**config.mk**
```make
export PLATFORM = sky130hd
export DESIGN_NAME = mdc_lane
export DESIGN_NICKNAME = d
export VERILOG_FILES = /design/src/mdc_pkg.sv /design/src/mdc_lane.sv
export SDC_FILE = /design/constraint.sdc
export NUM_CORES = 2
export LEC_CHECK = 0
export BUFFER_PORTS_ARGS = -buffer_cell sky130_fd_sc_hd__buf_2
export CAP_MARGIN = 40
export CORE_UTILIZATION = 43
export DETAILED_ROUTE_END_ITERATION = 12
export MAX_ROUTING_LAYER = met4
export SLEW_MARGIN = 0
export SYNTH_ARGS = -nofsm -noshare
export SYNTH_HDL_FRONTEND = slang
export SYNTH_SLANG_ARGS = --single-unit
```
**constraint.sdc**
```tcl
create_clock -name clock -period 13.5 [get_ports clock]
set_clock_uncertainty 0.1 [all_clocks]
set_input_delay 2.7 -clock clock [delete_from_list [all_inputs] [get_ports clock]]
set_output_delay 2.7 -clock clock [all_outputs]
set_load 0.005 [all_outputs]
```
**src/mdc_pkg.sv**
```systemverilog
`timescale 1ns / 1ps
`default_nettype none

package mdc_pkg;

   localparam int OBJ_W      = 32;
   localparam int FRAC_W     = 16;
   localparam int COEF_W     = 16;
   localparam int PROD_W     = 49;
   localparam int SUM_W      = PROD_W + 2;
   localparam int DIFF_OUT_W = SUM_W - FRAC_W;
   localparam int CSR_IDX_W  = 3;
   localparam int CSR_DATA_W = 64;
   localparam int COUNT_W    = 3;
   localparam int SEL_W      = 2;
   localparam int TABLE_W    = 64;

   typedef enum logic [2:0] {
      MODE_FIRST   = 3'd0,
      MODE_PARETO  = 3'd1,
      MODE_WEAK    = 3'd2,
      MODE_STRONG  = 3'd3,
      MODE_EPSILON = 3'd4,
      MODE_SCALAR  = 3'd5,
      MODE_SELECT  = 3'd6
   } mode_type;

   localparam logic [CSR_IDX_W-1:0] REG_MODE     = 3'd0;
   localparam logic [CSR_IDX_W-1:0] REG_COUNT    = 3'd1;
   localparam logic [CSR_IDX_W-1:0] REG_SELECT   = 3'd2;
   localparam logic [CSR_IDX_W-1:0] REG_WEIGHTS  = 3'd3;
   localparam logic [CSR_IDX_W-1:0] REG_EPSILONS = 3'd4;

   localparam logic [1:0] ORDER_FIRST  = 2'b11;
   localparam logic [1:0] ORDER_NONE   = 2'b00;
   localparam logic [1:0] ORDER_SECOND = 2'b01;

   localparam logic [COUNT_W-1:0] COUNT_RESET = 3'd4;

   typedef struct packed {
      logic lt;
      logic gt;
   } lane_flags_type;

endpackage

`default_nettype wire

```
**src/mdc_lane.sv**
```systemverilog
`timescale 1ns / 1ps
`default_nettype none

module mdc_lane (
   input  wire logic                                  clock,
   input  wire logic                                  en_a,
   input  wire logic                                  en_b,
   input  wire logic                                  eps_on,
   input  wire logic signed [mdc_pkg::OBJ_W-1:0]      a,
   input  wire logic signed [mdc_pkg::OBJ_W-1:0]      b,
   input  wire logic        [mdc_pkg::COEF_W-1:0]     weight,
   input  wire logic        [mdc_pkg::COEF_W-1:0]     epsilon,
   output mdc_pkg::lane_flags_type                    flags,
   output logic signed      [mdc_pkg::PROD_W-1:0]     wprod
);

   logic        [mdc_pkg::COEF_W:0]        scale;
   logic signed [mdc_pkg::PROD_W:0]        lhs_full;
   logic signed [mdc_pkg::OBJ_W:0]         diff;
   logic signed [mdc_pkg::PROD_W:0]        wprod_full;
   logic signed [mdc_pkg::PROD_W-1:0]      lhs_ff, lhs_in;
   logic signed [mdc_pkg::OBJ_W-1:0]       b_ff;
   logic signed [mdc_pkg::PROD_W-1:0]      wprod_a_ff, wprod_a_in;
   logic signed [mdc_pkg::PROD_W-1:0]      rhs;
   mdc_pkg::lane_flags_type                flags_ff, flags_in;
   logic signed [mdc_pkg::PROD_W-1:0]      wprod_b_ff;

   // The first vector is scaled by one plus epsilon (epsilon is zero unless eps_on) so both sides sit in Q17.32.
   always_comb begin
      scale      = {1'b1, (eps_on ? epsilon : {mdc_pkg::COEF_W{1'b0}})};
      lhs_full   = (mdc_pkg::PROD_W+1)'(a) * $signed({1'b0, scale});
      lhs_in     = lhs_full[mdc_pkg::PROD_W-1:0];
      diff       = $signed({a[mdc_pkg::OBJ_W-1], a}) - $signed({b[mdc_pkg::OBJ_W-1], b});
      wprod_full = (mdc_pkg::PROD_W+1)'(diff) * $signed({1'b0, weight});
      wprod_a_in = wprod_full[mdc_pkg::PROD_W-1:0];
   end

   always_ff @(posedge clock) begin
      if (en_a) begin
         lhs_ff     <= lhs_in;
         b_ff       <= b;
         wprod_a_ff <= wprod_a_in;
      end
   end

   always_comb begin
      rhs         = $signed({b_ff[mdc_pkg::OBJ_W-1], b_ff, {mdc_pkg::FRAC_W{1'b0}}});
      flags_in.lt = lhs_ff < rhs;
      flags_in.gt = lhs_ff > rhs;
   end

   always_ff @(posedge clock) begin
      if (en_b) begin
         flags_ff   <= flags_in;
         wprod_b_ff <= wprod_a_ff;
      end
   end

   assign flags = flags_ff;
   assign wprod = wprod_b_ff;

endmodule

`default_nettype wire

```
==> impl_metrics.tcl <==
set metrics [dict create \
    cts_sinks 181 \
    tightest_slew_ns 0.953 \
    io_buffers 150 \
    rsz0062_at_grt "false" \
    grt_pass1_wl_um 185000 \
    yosys-top-cells-area "fa_1, edfxtp_1, inv_1" \
    fmax_ghz 0.0854 \
    cp_num_buf_inv 6 \
    clk_latency_ns 0.50 \
    viasPerCell 5.08 \
    ctsHoldBuffers 0 \
    track_usage_pct 23.0 \
    ys_types 83 \
    ys_ff_latch 181 \
    synth_top_area_share_pct 44.8 \
    htree_levels 4 \
    fin_crit_ns 11.71 \
    syn_inst 4745 \
    multi_input_area_mm2 0.0344 \
    tns_ns 0 \
    crit_required_ns 13.64 \
    synth_edf_count 181 \
    rows 118 \
    crit_family "adder cells" \
    grt_max_degree 86 \
    synth_common_cells "inv_1, fa_1, nand2_1" \
    cts_resized 0 \
    yosys.area.top_type "fa_1" \
    crit_slowest_cell "xnor2_2" \
    drive_above_1_share_pct 6.28 \
    max-cap-violations 0 \
    cts_inserted_buffers 17 \
    fillCellCount 9948 \
    nets 6166 \
    cp-end-kind "flip-flop" \
    cts_buffer_depth 2 \
    antenna_left 0 \
    gp_congestion 0.857 \
    grt_pass1_vias 34000 \
    worst_slack_ns 1.79 \
    synth.most_common_cell "inv_1" \
    dieArea_mm2 0.106 \
    synthArstFlopShare_pct 0 \
    cp_slowest_stage_delay_ns 0.66 \
    synthFlopType "edfxtp_1" \
    die_w_um 326 \
    cts_tree "built" \
    route.detailed.drc 0 \
    syn_area_per_cell_um2 9.51 \
    seq_area_mm2 0.00544 \
    num_vias 31400 \
    synth_fp_nets 6150 \
    ys_seq_area_share_pct 12.0 \
    finalHoldViolCount 0 \
    relSlewSlack_pct 36.5 \
    start_util_pct 43.5 \
    dr.first_iter.drc_count 1867 \
    cp_common_cell "fa_1" \
    firstDrtPassIters 5 \
    critPathArrivalTime_ns 11.85 \
    drv_slew 0 \
    hold_ws_ns 0.304 \
    io_pins 151 \
    grt_overflow 0 \
    wirelength_um 111000 \
    areaGrowthSynthToFinish_pct 6.38 \
    clk_pin_slew_ns 0.09 \
    hold_path_class "flip-flop to flip-flop" \
    fin_crit_sh_pct 86.7 \
    core_area_mm2 0.104 \
    antenna_found_initial 25 \
    startpoint_type "input pin" \
    status "finished clean" \
    yosysWarningCount 0 \
    postCtsSetupBuffers 0 \
    setup_viol 0 \
    wl_per_cell_um 18.0 \
    syn_area_mm2 0.0451 \
    cts_root_buf "clkbuf_16" \
    path_max_fanout 18 \
    dp_hpwl_um 89200 \
    die_y_um 326 \
    place_ws_ns 1.34 \
    crit_type "input pin to flip-flop" \
]
[path summary, 6_finish.rpt]
check                                               from                        to  slack (ns)  cells past startpoint
worst min-delay path            wprod_a_ff[29]$_DFFE_PP_       wprod[29]$_DFFE_PP_        0.30                      0
worst min register to register  wprod_a_ff[29]$_DFFE_PP_       wprod[29]$_DFFE_PP_        0.30                      0
worst max-delay path                                a[0]  wprod_a_ff[43]$_DFFE_PP_        1.79                     34
worst max register to register      lhs_ff[30]$_DFFE_PP_        flags[0]$_DFFE_PP_       10.56                     11
[routing by layer]
| metal | wire length, µm | vias up | global-route usage [%] | part of all wire, % |
|---|---|---|---|---|
| met5 | 0 | - | - | 0 |
| met4 | 2970 | 0 | 6.30 | 2.7 |
| met3 | 6210 | 153 | 3.45 | 5.6 |
| met2 | 54800 | 733 | 38.2 | 49 |
| met1 | 47500 | 16300 | 29.3 | 43 |
| li1 | - | 14200 | - | - |
[kinds of logic (layout without fill, tap and decap cells)]
kind of cell,Yosys count,in the layout,synth area share [%]
buffers and inverters,1404,1433,11.9
and+or+nand+nor,1341,1341,14.6
adders and majority gates,1308,1308,53.1
AOI/OAI and AO/OA,359,359,5.26
DFF,181,181,12.0
xor gates and xnor gates,133,133,2.67
muxes,19,19,0.472
other,0,24,0
[registers in the layout (all words and copies together), names as in the netlist]
register / flops
lhs_ff: 49
wprod: 49
wprod_a_ff: 49
b_ff: 32
flags: 2
[area by class of cell]
type                       count  area share (%)
antenna                       24           0.125
clock buffer                  17           0.887
clock inverter                15           0.428
inverter                    1193            9.33
multi-input combinational   3160            71.6
sequential                   181            11.3
tap                         1380            3.60
timing repair buffer         208            2.67
[layout by cell type (no fill, tap or decap), types with 10 or more instances in the layout]
cell type	n
nand4_1	22
o21a_1	17
nand2b_1	38
fa_1	1009
inv_1	1192
o21bai_1	15
xor2_1	38
and2_1	242
a21o_1	73
clkbuf_16	17
and3_1	181
a21oi_1	110
nand2_1	670
nor2b_1	42
xnor2_2	13
diode_2	24
ha_1	296
a31oi_1	15
nor3_1	21
edfxtp_1	181
mux2i_1	10
a211oi_1	11
buf_2	149
o21ai_0	61
buf_4	48
xnor2_1	80
nor2_1	56
nand3_1	30
[worst register-to-register path: cells and delay by family (launching register included)]
family	cells	cell delay, ns
AO/OA/AOI/OAI	5	1.08
AND/OR/NAND/NOR	4	0.58
adder cells (fa/ha/maj)	1	0.31
flip-flops	1	0.39
XOR/XNOR	1	0.20
[through the flow]
step / utilization (%) / instances / area, µm²
finish: 46.2 / 6178 / 48000
global route: 46.2 / 6174 / 48000
CTS: 46.2 / 6154 / 47900
detailed placement: 45.6 / 6122 / 47300
global placement: 45.4 / 6111 / 47100
floorplan: - / 4745 / 45100
Power is not shown: default switching activity piles up to over one toggle a cycle in this logic, so the estimate is an artifact.
