### config.mk
export PLATFORM = sky130hd
export DESIGN_NAME = mdc_merge
export DESIGN_NICKNAME = d
export VERILOG_FILES = /design/src/mdc_pkg.sv /design/src/mdc_merge.sv
export SDC_FILE = /design/constraint.sdc
export NUM_CORES = 1
export LEC_CHECK = 0
export BUFFER_PORTS_ARGS = -buffer_cell sky130_fd_sc_hd__buf_2
export CAP_MARGIN = 25
export CELL_PAD_IN_SITES_DETAIL_PLACEMENT = 1
export CELL_PAD_IN_SITES_GLOBAL_PLACEMENT = 1
export CORE_AREA = 4 4 168 211
export CTS_CLUSTER_SIZE = 8
export DETAILED_ROUTE_END_ITERATION = 7
export DIE_AREA = 0 0 172 215
export GPL_TIMING_DRIVEN = 0
export PLACE_DENSITY = 0.81
export SYNTH_ARGS = -nofsm -noshare
export SYNTH_HDL_FRONTEND = slang
export SYNTH_SLANG_ARGS = --single-unit
### constraint.sdc
create_clock -name clock -period 7.24 [get_ports clock]
set_input_delay 0 -clock clock [delete_from_list [all_inputs] [get_ports clock]]
set_output_delay 0 -clock clock [all_outputs]
set_load 0.005 [all_outputs]
### src/mdc_pkg.sv
`timescale 1ns / 1ps
`default_nettype none

package mdc_pkg;

   localparam int OBJ_W      = 32;
   localparam int FRAC_W     = 16;
   localparam int COEF_W     = 16;
   localparam int PROD_W     = 49;
   localparam int SUM_W      = PROD_W + 2;
   localparam int DIFF_OUT_W = SUM_W - FRAC_W;
   localparam int CSR_IDX_W  = 3;
   localparam int CSR_DATA_W = 64;
   localparam int COUNT_W    = 3;
   localparam int SEL_W      = 2;
   localparam int TABLE_W    = 64;

   typedef enum logic [2:0] {
      MODE_FIRST   = 3'd0,
      MODE_PARETO  = 3'd1,
      MODE_WEAK    = 3'd2,
      MODE_STRONG  = 3'd3,
      MODE_EPSILON = 3'd4,
      MODE_SCALAR  = 3'd5,
      MODE_SELECT  = 3'd6
   } mode_type;

   localparam logic [CSR_IDX_W-1:0] REG_MODE     = 3'd0;
   localparam logic [CSR_IDX_W-1:0] REG_COUNT    = 3'd1;
   localparam logic [CSR_IDX_W-1:0] REG_SELECT   = 3'd2;
   localparam logic [CSR_IDX_W-1:0] REG_WEIGHTS  = 3'd3;
   localparam logic [CSR_IDX_W-1:0] REG_EPSILONS = 3'd4;

   localparam logic [1:0] ORDER_FIRST  = 2'b11;
   localparam logic [1:0] ORDER_NONE   = 2'b00;
   localparam logic [1:0] ORDER_SECOND = 2'b01;

   localparam logic [COUNT_W-1:0] COUNT_RESET = 3'd4;

   typedef struct packed {
      logic lt;
      logic gt;
   } lane_flags_type;

endpackage

`default_nettype wire

### src/mdc_merge.sv
`timescale 1ns / 1ps
`default_nettype none

module mdc_merge #(
   parameter int MAX_OBJECTIVES = 4
) (
   input  wire logic                                    clock,
   input  wire logic                                    en_c,
   input  wire logic                                    en_d,
   input  wire logic [2:0]                              mode,
   input  wire logic [mdc_pkg::COUNT_W-1:0]             count,
   input  wire logic [mdc_pkg::SEL_W-1:0]               sel,
   input  wire mdc_pkg::lane_flags_type                 flags [MAX_OBJECTIVES],
   input  wire logic signed [mdc_pkg::PROD_W-1:0]       wprods [MAX_OBJECTIVES],
   output logic signed [1:0]                            order,
   output logic                                         first_before,
   output logic signed [mdc_pkg::DIFF_OUT_W-1:0]        weighted_difference
);

   localparam logic [mdc_pkg::COUNT_W-1:0] LANES = mdc_pkg::COUNT_W'(MAX_OBJECTIVES);

   logic [mdc_pkg::COUNT_W-1:0]          n_eff;
   logic [MAX_OBJECTIVES-1:0]            use_in, lt_in, gt_in, sel_hit;
   logic signed [mdc_pkg::SUM_W-1:0]     sum_in;
   logic [MAX_OBJECTIVES-1:0]            use_ff, lt_ff, gt_ff;
   logic signed [mdc_pkg::SUM_W-1:0]     sum_ff;
   logic                                 any_lt, any_gt, all_lt, all_gt, sel_lt, sel_gt;
   logic [1:0]                           order_in;
   logic [1:0]                           order_ff;
   logic                                 fb_ff;
   logic signed [mdc_pkg::DIFF_OUT_W-1:0] wd_ff;

   always_comb begin
      if (count == '0) begin
         n_eff = mdc_pkg::COUNT_W'(1);
      end else if (count > LANES) begin
         n_eff = LANES;
      end else begin
         n_eff = count;
      end
      sum_in = '0;
      for (int i = 0; i < MAX_OBJECTIVES; i++) begin
         use_in[i] = mdc_pkg::COUNT_W'(i) < n_eff;
         lt_in[i]  = flags[i].lt & use_in[i];
         gt_in[i]  = flags[i].gt & use_in[i];
         if (use_in[i]) begin
            sum_in = sum_in + mdc_pkg::SUM_W'(wprods[i]);
         end
      end
   end

   always_ff @(posedge clock) begin
      if (en_c) begin
         use_ff <= use_in;
         lt_ff  <= lt_in;
         gt_ff  <= gt_in;
         sum_ff <= sum_in;
      end
   end

   always_comb begin
      for (int i = 0; i < MAX_OBJECTIVES; i++) begin
         sel_hit[i] = mdc_pkg::SEL_W'(i) == sel;
      end
      any_lt = |lt_ff;
      any_gt = |gt_ff;
      all_lt = &(lt_ff | ~use_ff);
      all_gt = &(gt_ff | ~use_ff);
      sel_lt = |(lt_ff & sel_hit);
      sel_gt = |(gt_ff & sel_hit);
      order_in = mdc_pkg::ORDER_NONE;
      unique case (mdc_pkg::mode_type'(mode))
         mdc_pkg::MODE_FIRST: begin
            if (lt_ff[0]) order_in = mdc_pkg::ORDER_FIRST;
            else if (gt_ff[0]) order_in = mdc_pkg::ORDER_SECOND;
         end
         mdc_pkg::MODE_PARETO: begin
            if (any_lt && !any_gt) order_in = mdc_pkg::ORDER_FIRST;
            else if (any_gt && !any_lt) order_in = mdc_pkg::ORDER_SECOND;
         end
         mdc_pkg::MODE_WEAK, mdc_pkg::MODE_EPSILON: begin
            if (!gt_ff[0]) begin
               order_in = any_gt ? mdc_pkg::ORDER_NONE : mdc_pkg::ORDER_FIRST;
            end else begin
               order_in = any_lt ? mdc_pkg::ORDER_NONE : mdc_pkg::ORDER_SECOND;
            end
         end
         mdc_pkg::MODE_STRONG: begin
            if (all_lt) order_in = mdc_pkg::ORDER_FIRST;
            else if (all_gt) order_in = mdc_pkg::ORDER_SECOND;
         end
         mdc_pkg::MODE_SCALAR: begin
            if (sum_ff[mdc_pkg::SUM_W-1]) order_in = mdc_pkg::ORDER_FIRST;
            else if (sum_ff != '0) order_in = mdc_pkg::ORDER_SECOND;
         end
         mdc_pkg::MODE_SELECT: begin
            if (sel_lt) order_in = mdc_pkg::ORDER_FIRST;
            else if (sel_gt) order_in = mdc_pkg::ORDER_SECOND;
         end
         default: order_in = mdc_pkg::ORDER_NONE;
      endcase
   end

   always_ff @(posedge clock) begin
      if (en_d) begin
         order_ff <= order_in;
         fb_ff    <= order_in == mdc_pkg::ORDER_FIRST;
         wd_ff    <= sum_ff[mdc_pkg::SUM_W-1:mdc_pkg::FRAC_W];
      end
   end

   assign order               = order_ff;
   assign first_before        = fb_ff;
   assign weighted_difference = wd_ff;

endmodule

`default_nettype wire

==> results.sh <==
export IMPL_status="finished, final reports clean"
export IMPL_grt_pass1_vias=15400
export IMPL_start_util_pct=42.4
export IMPL_critPathLaunchType="input port"
export IMPL_cts_max_level=3
export IMPL_io_pins=253
export IMPL_grt_max_degree=48
export IMPL_ys_top_cells_by_area="edfxtp_1 (21%), ha_1 (13%), a21oi_1 (7.0%)"
export IMPL_worstPathRequired_ns=7.33
export IMPL_final_max_slew_viol_count=0
export IMPL_ir_drop_mv=0.125
export IMPL_grt_overflow_total=0
export IMPL_path_common_cell="a21o_1"
export IMPL_post_synth_cell_area_avg_um2=7.99
export IMPL_clockRootBuffer="clkbuf_16"
export IMPL_dieArea_um2=37000
export IMPL_final_util_pct=50.8
export IMPL_cts_tree="yes"
export IMPL_drcViolationCount=0
export IMPL_die_y_um=215
export IMPL_leakage_nw=7.31
export IMPL_slowest_delay_ns=0.45
export IMPL_fin_crit_sh_pct=97.3
export IMPL_grt_usage_pct=27.8
export IMPL_pre_cts_ws_ns=-1.20
export IMPL_ys_types=93
export IMPL_synth_cells=1774
export IMPL_max_cap_violations=0
export IMPL_synthFlopType="edfxtp_1"
export IMPL_hold_ws_ns=0.0321
export IMPL_yosysWarnings=0
export IMPL_final_area_um2=17000
export IMPL_grt_first_pass_wirelength_um=82000
export IMPL_wirelength_um=54300
export IMPL_synth_seq_cells=101
export IMPL_fin_ws_ns=0.194
export IMPL_min_delay_path_class="input port to flip-flop"
export IMPL_setup_viol=0
export IMPL_syn_num_nets=2136
export IMPL_cpMaxStageDelayCell="a221o_1"
export IMPL_hold_viol=0
export IMPL_stdcell_count=2473
export IMPL_firstDrtPassIters=5
export IMPL_synth_most_common_cell="a21oi_1"
export IMPL_crit_arrival_ns=7.14
export IMPL_cp_buffers_inverters=3
export IMPL_path_class="input port to flip-flop"
export IMPL_fin_nets=2403
export IMPL_drive_above_1_share_pct=22.5
export IMPL_slew_headroom_pct=36.2
export IMPL_ys_top_cells_by_count="a21oi_1 (199), nand2_1 (179), ha_1 (145)"
export IMPL_coreArea_um2=33400
export IMPL_placed_cells=2439
export IMPL_yosysTopAreaCell="edfxtp_1"
export IMPL_cts_clk_slew_worst_paths_ns=0.07
export IMPL_worst_pin_slew_ns=0.957
export IMPL_syn_cell_area_um2=14200
export IMPL_antenna_found_initial=4
export IMPL_vias_per_cell=5.97
export IMPL_die_x_um=172
export IMPL_cts_sinks=101
export IMPL_power_density_nw_per_um2=267
export IMPL_area_growth_syn_to_layout_pct=19.6
export IMPL_ctsLongestPathBuffers=2
export IMPL_std_cell_rows=75
export IMPL_drt_iter0_drc=670
export IMPL_place_area_um2=15900
export IMPL_end_kind="flip-flop"
export IMPL_clk_latency_ns=0.35
export IMPL_cp_top_family="compound AO/OA/AOI/OAI gates"
export IMPL_skew_ns=0.0119
export IMPL_min_period_ns=7.05
export IMPL_worstPathMaxFanout=8
export IMPL_synth_seq_area_share_pct=21.4
export IMPL_async_reset_ff_share_pct=0
export IMPL_io_buffers=240
export IMPL_synth_edf_count=101
export IMPL_vias=14800
export IMPL_ant_nets=0
export IMPL_cts_buffers=9
export IMPL_synth_top_area_share_pct=21.4
export IMPL_wire_per_inst_um=22.0
export IMPL_place_hpwl_um=45300
export IMPL_fmax_mhz=142
export IMPL_gp_congestion=0.951
layer usage:
metal  GRT usage [%]  part of all wire [%]
met3            1.62                   4.4
met2            49.3                    50
met5               0                     0
met1            34.9                    41
met4            11.0                   3.9
sequential cells by signal, summed over array words and instances (netlist names):
register and flops:
use_ff 4, gt_ff 4, order 2, first_before 1, sum_ff 51, weighted_difference 35, lt_ff 4
stage by stage:
step | total power, mW | TNS, ns
global route | 4.86 | -0.358
finish | 4.53 | 0
floorplan | 2.96 | 0
CTS | 4.32 | 0
detailed placement | 3.77 | -15.95
global placement | 3.66 | -26.72
report_power, final:
group	internal, mW	switching, mW
sequential	0.886	0.0876
combinational	1.29	1.79
clock	0.267	0.209
total	2.44	2.08
cell families (layout without fill, tap and decap cells):
kind of cell | after synthesis | after routing | synth area share (%)
buffers and inverters | 178 | 449 | 5.56
and+or+nand+nor | 512 | 512 | 17.3
muxes | 56 | 56 | 4.51
adders and majority gates | 156 | 156 | 13.7
xor gates and xnor gates | 157 | 157 | 9.70
other | 1 | 6 | 0.0265
AOI/OAI and AO/OA | 613 | 613 | 27.8
DFF | 101 | 101 | 21.4
layout make-up:
type / count / area, µm²
Timing Repair Buffer: 269 / 1450
Inverter: 57 / 214
Fill cell: 4146 / 16500
Sequential cell: 101 / 3030
Tap cell: 423 / 529
Multi-Input combinational cell: 1495 / 10900
Clock inverter: 5 / 61.3
Buffer: 108 / 527
Antenna cell: 5 / 12.5
Clock buffer: 10 / 229
cells in the final DEF (no fill, tap or decap), types with 87 or more instances in the layout:
cell        n
a21oi_1   187
nor2_1    116
a21o_1     93
o21ai_0    90
clkbuf_1   87
edfxtp_1  101
ha_1      128
nand2_1   177
buf_2     246
xnor2_1    88
worst register-to-register path: stages, from the launching register on:
cell,delay (ns)
edfxtp_1,0.53
nor4_1,0.49
nand4_1,0.14
nor4_1,0.32
nor3_1,0.10
a21oi_1,0.11
o311ai_0,0.18
and2_1,0.22
what timing repair did:
item / in CTS / in global routing
pin swaps: 3 / 39
hold buffers: 6 / 0
gates resized for setup: 35 / 93
hold endpoints to repair: 6 / 0
endpoints found under the setup margin: 16 / 16
setup buffers: 2 / 19
worst paths after layout:
path / slack, ns / end / from / cells past startpoint
min reg2reg: 0.45 / weighted_difference[27] / sum_ff[43] / 0
min: 0.03 / gt_ff[2] / flags[2] / 2
max reg2reg: 4.93 / first_before / sum_ff[50] / 7
max: 0.19 / sum_ff[50] / wprods[147] / 35
Note: power is estimated with default switching activity, not from simulation.
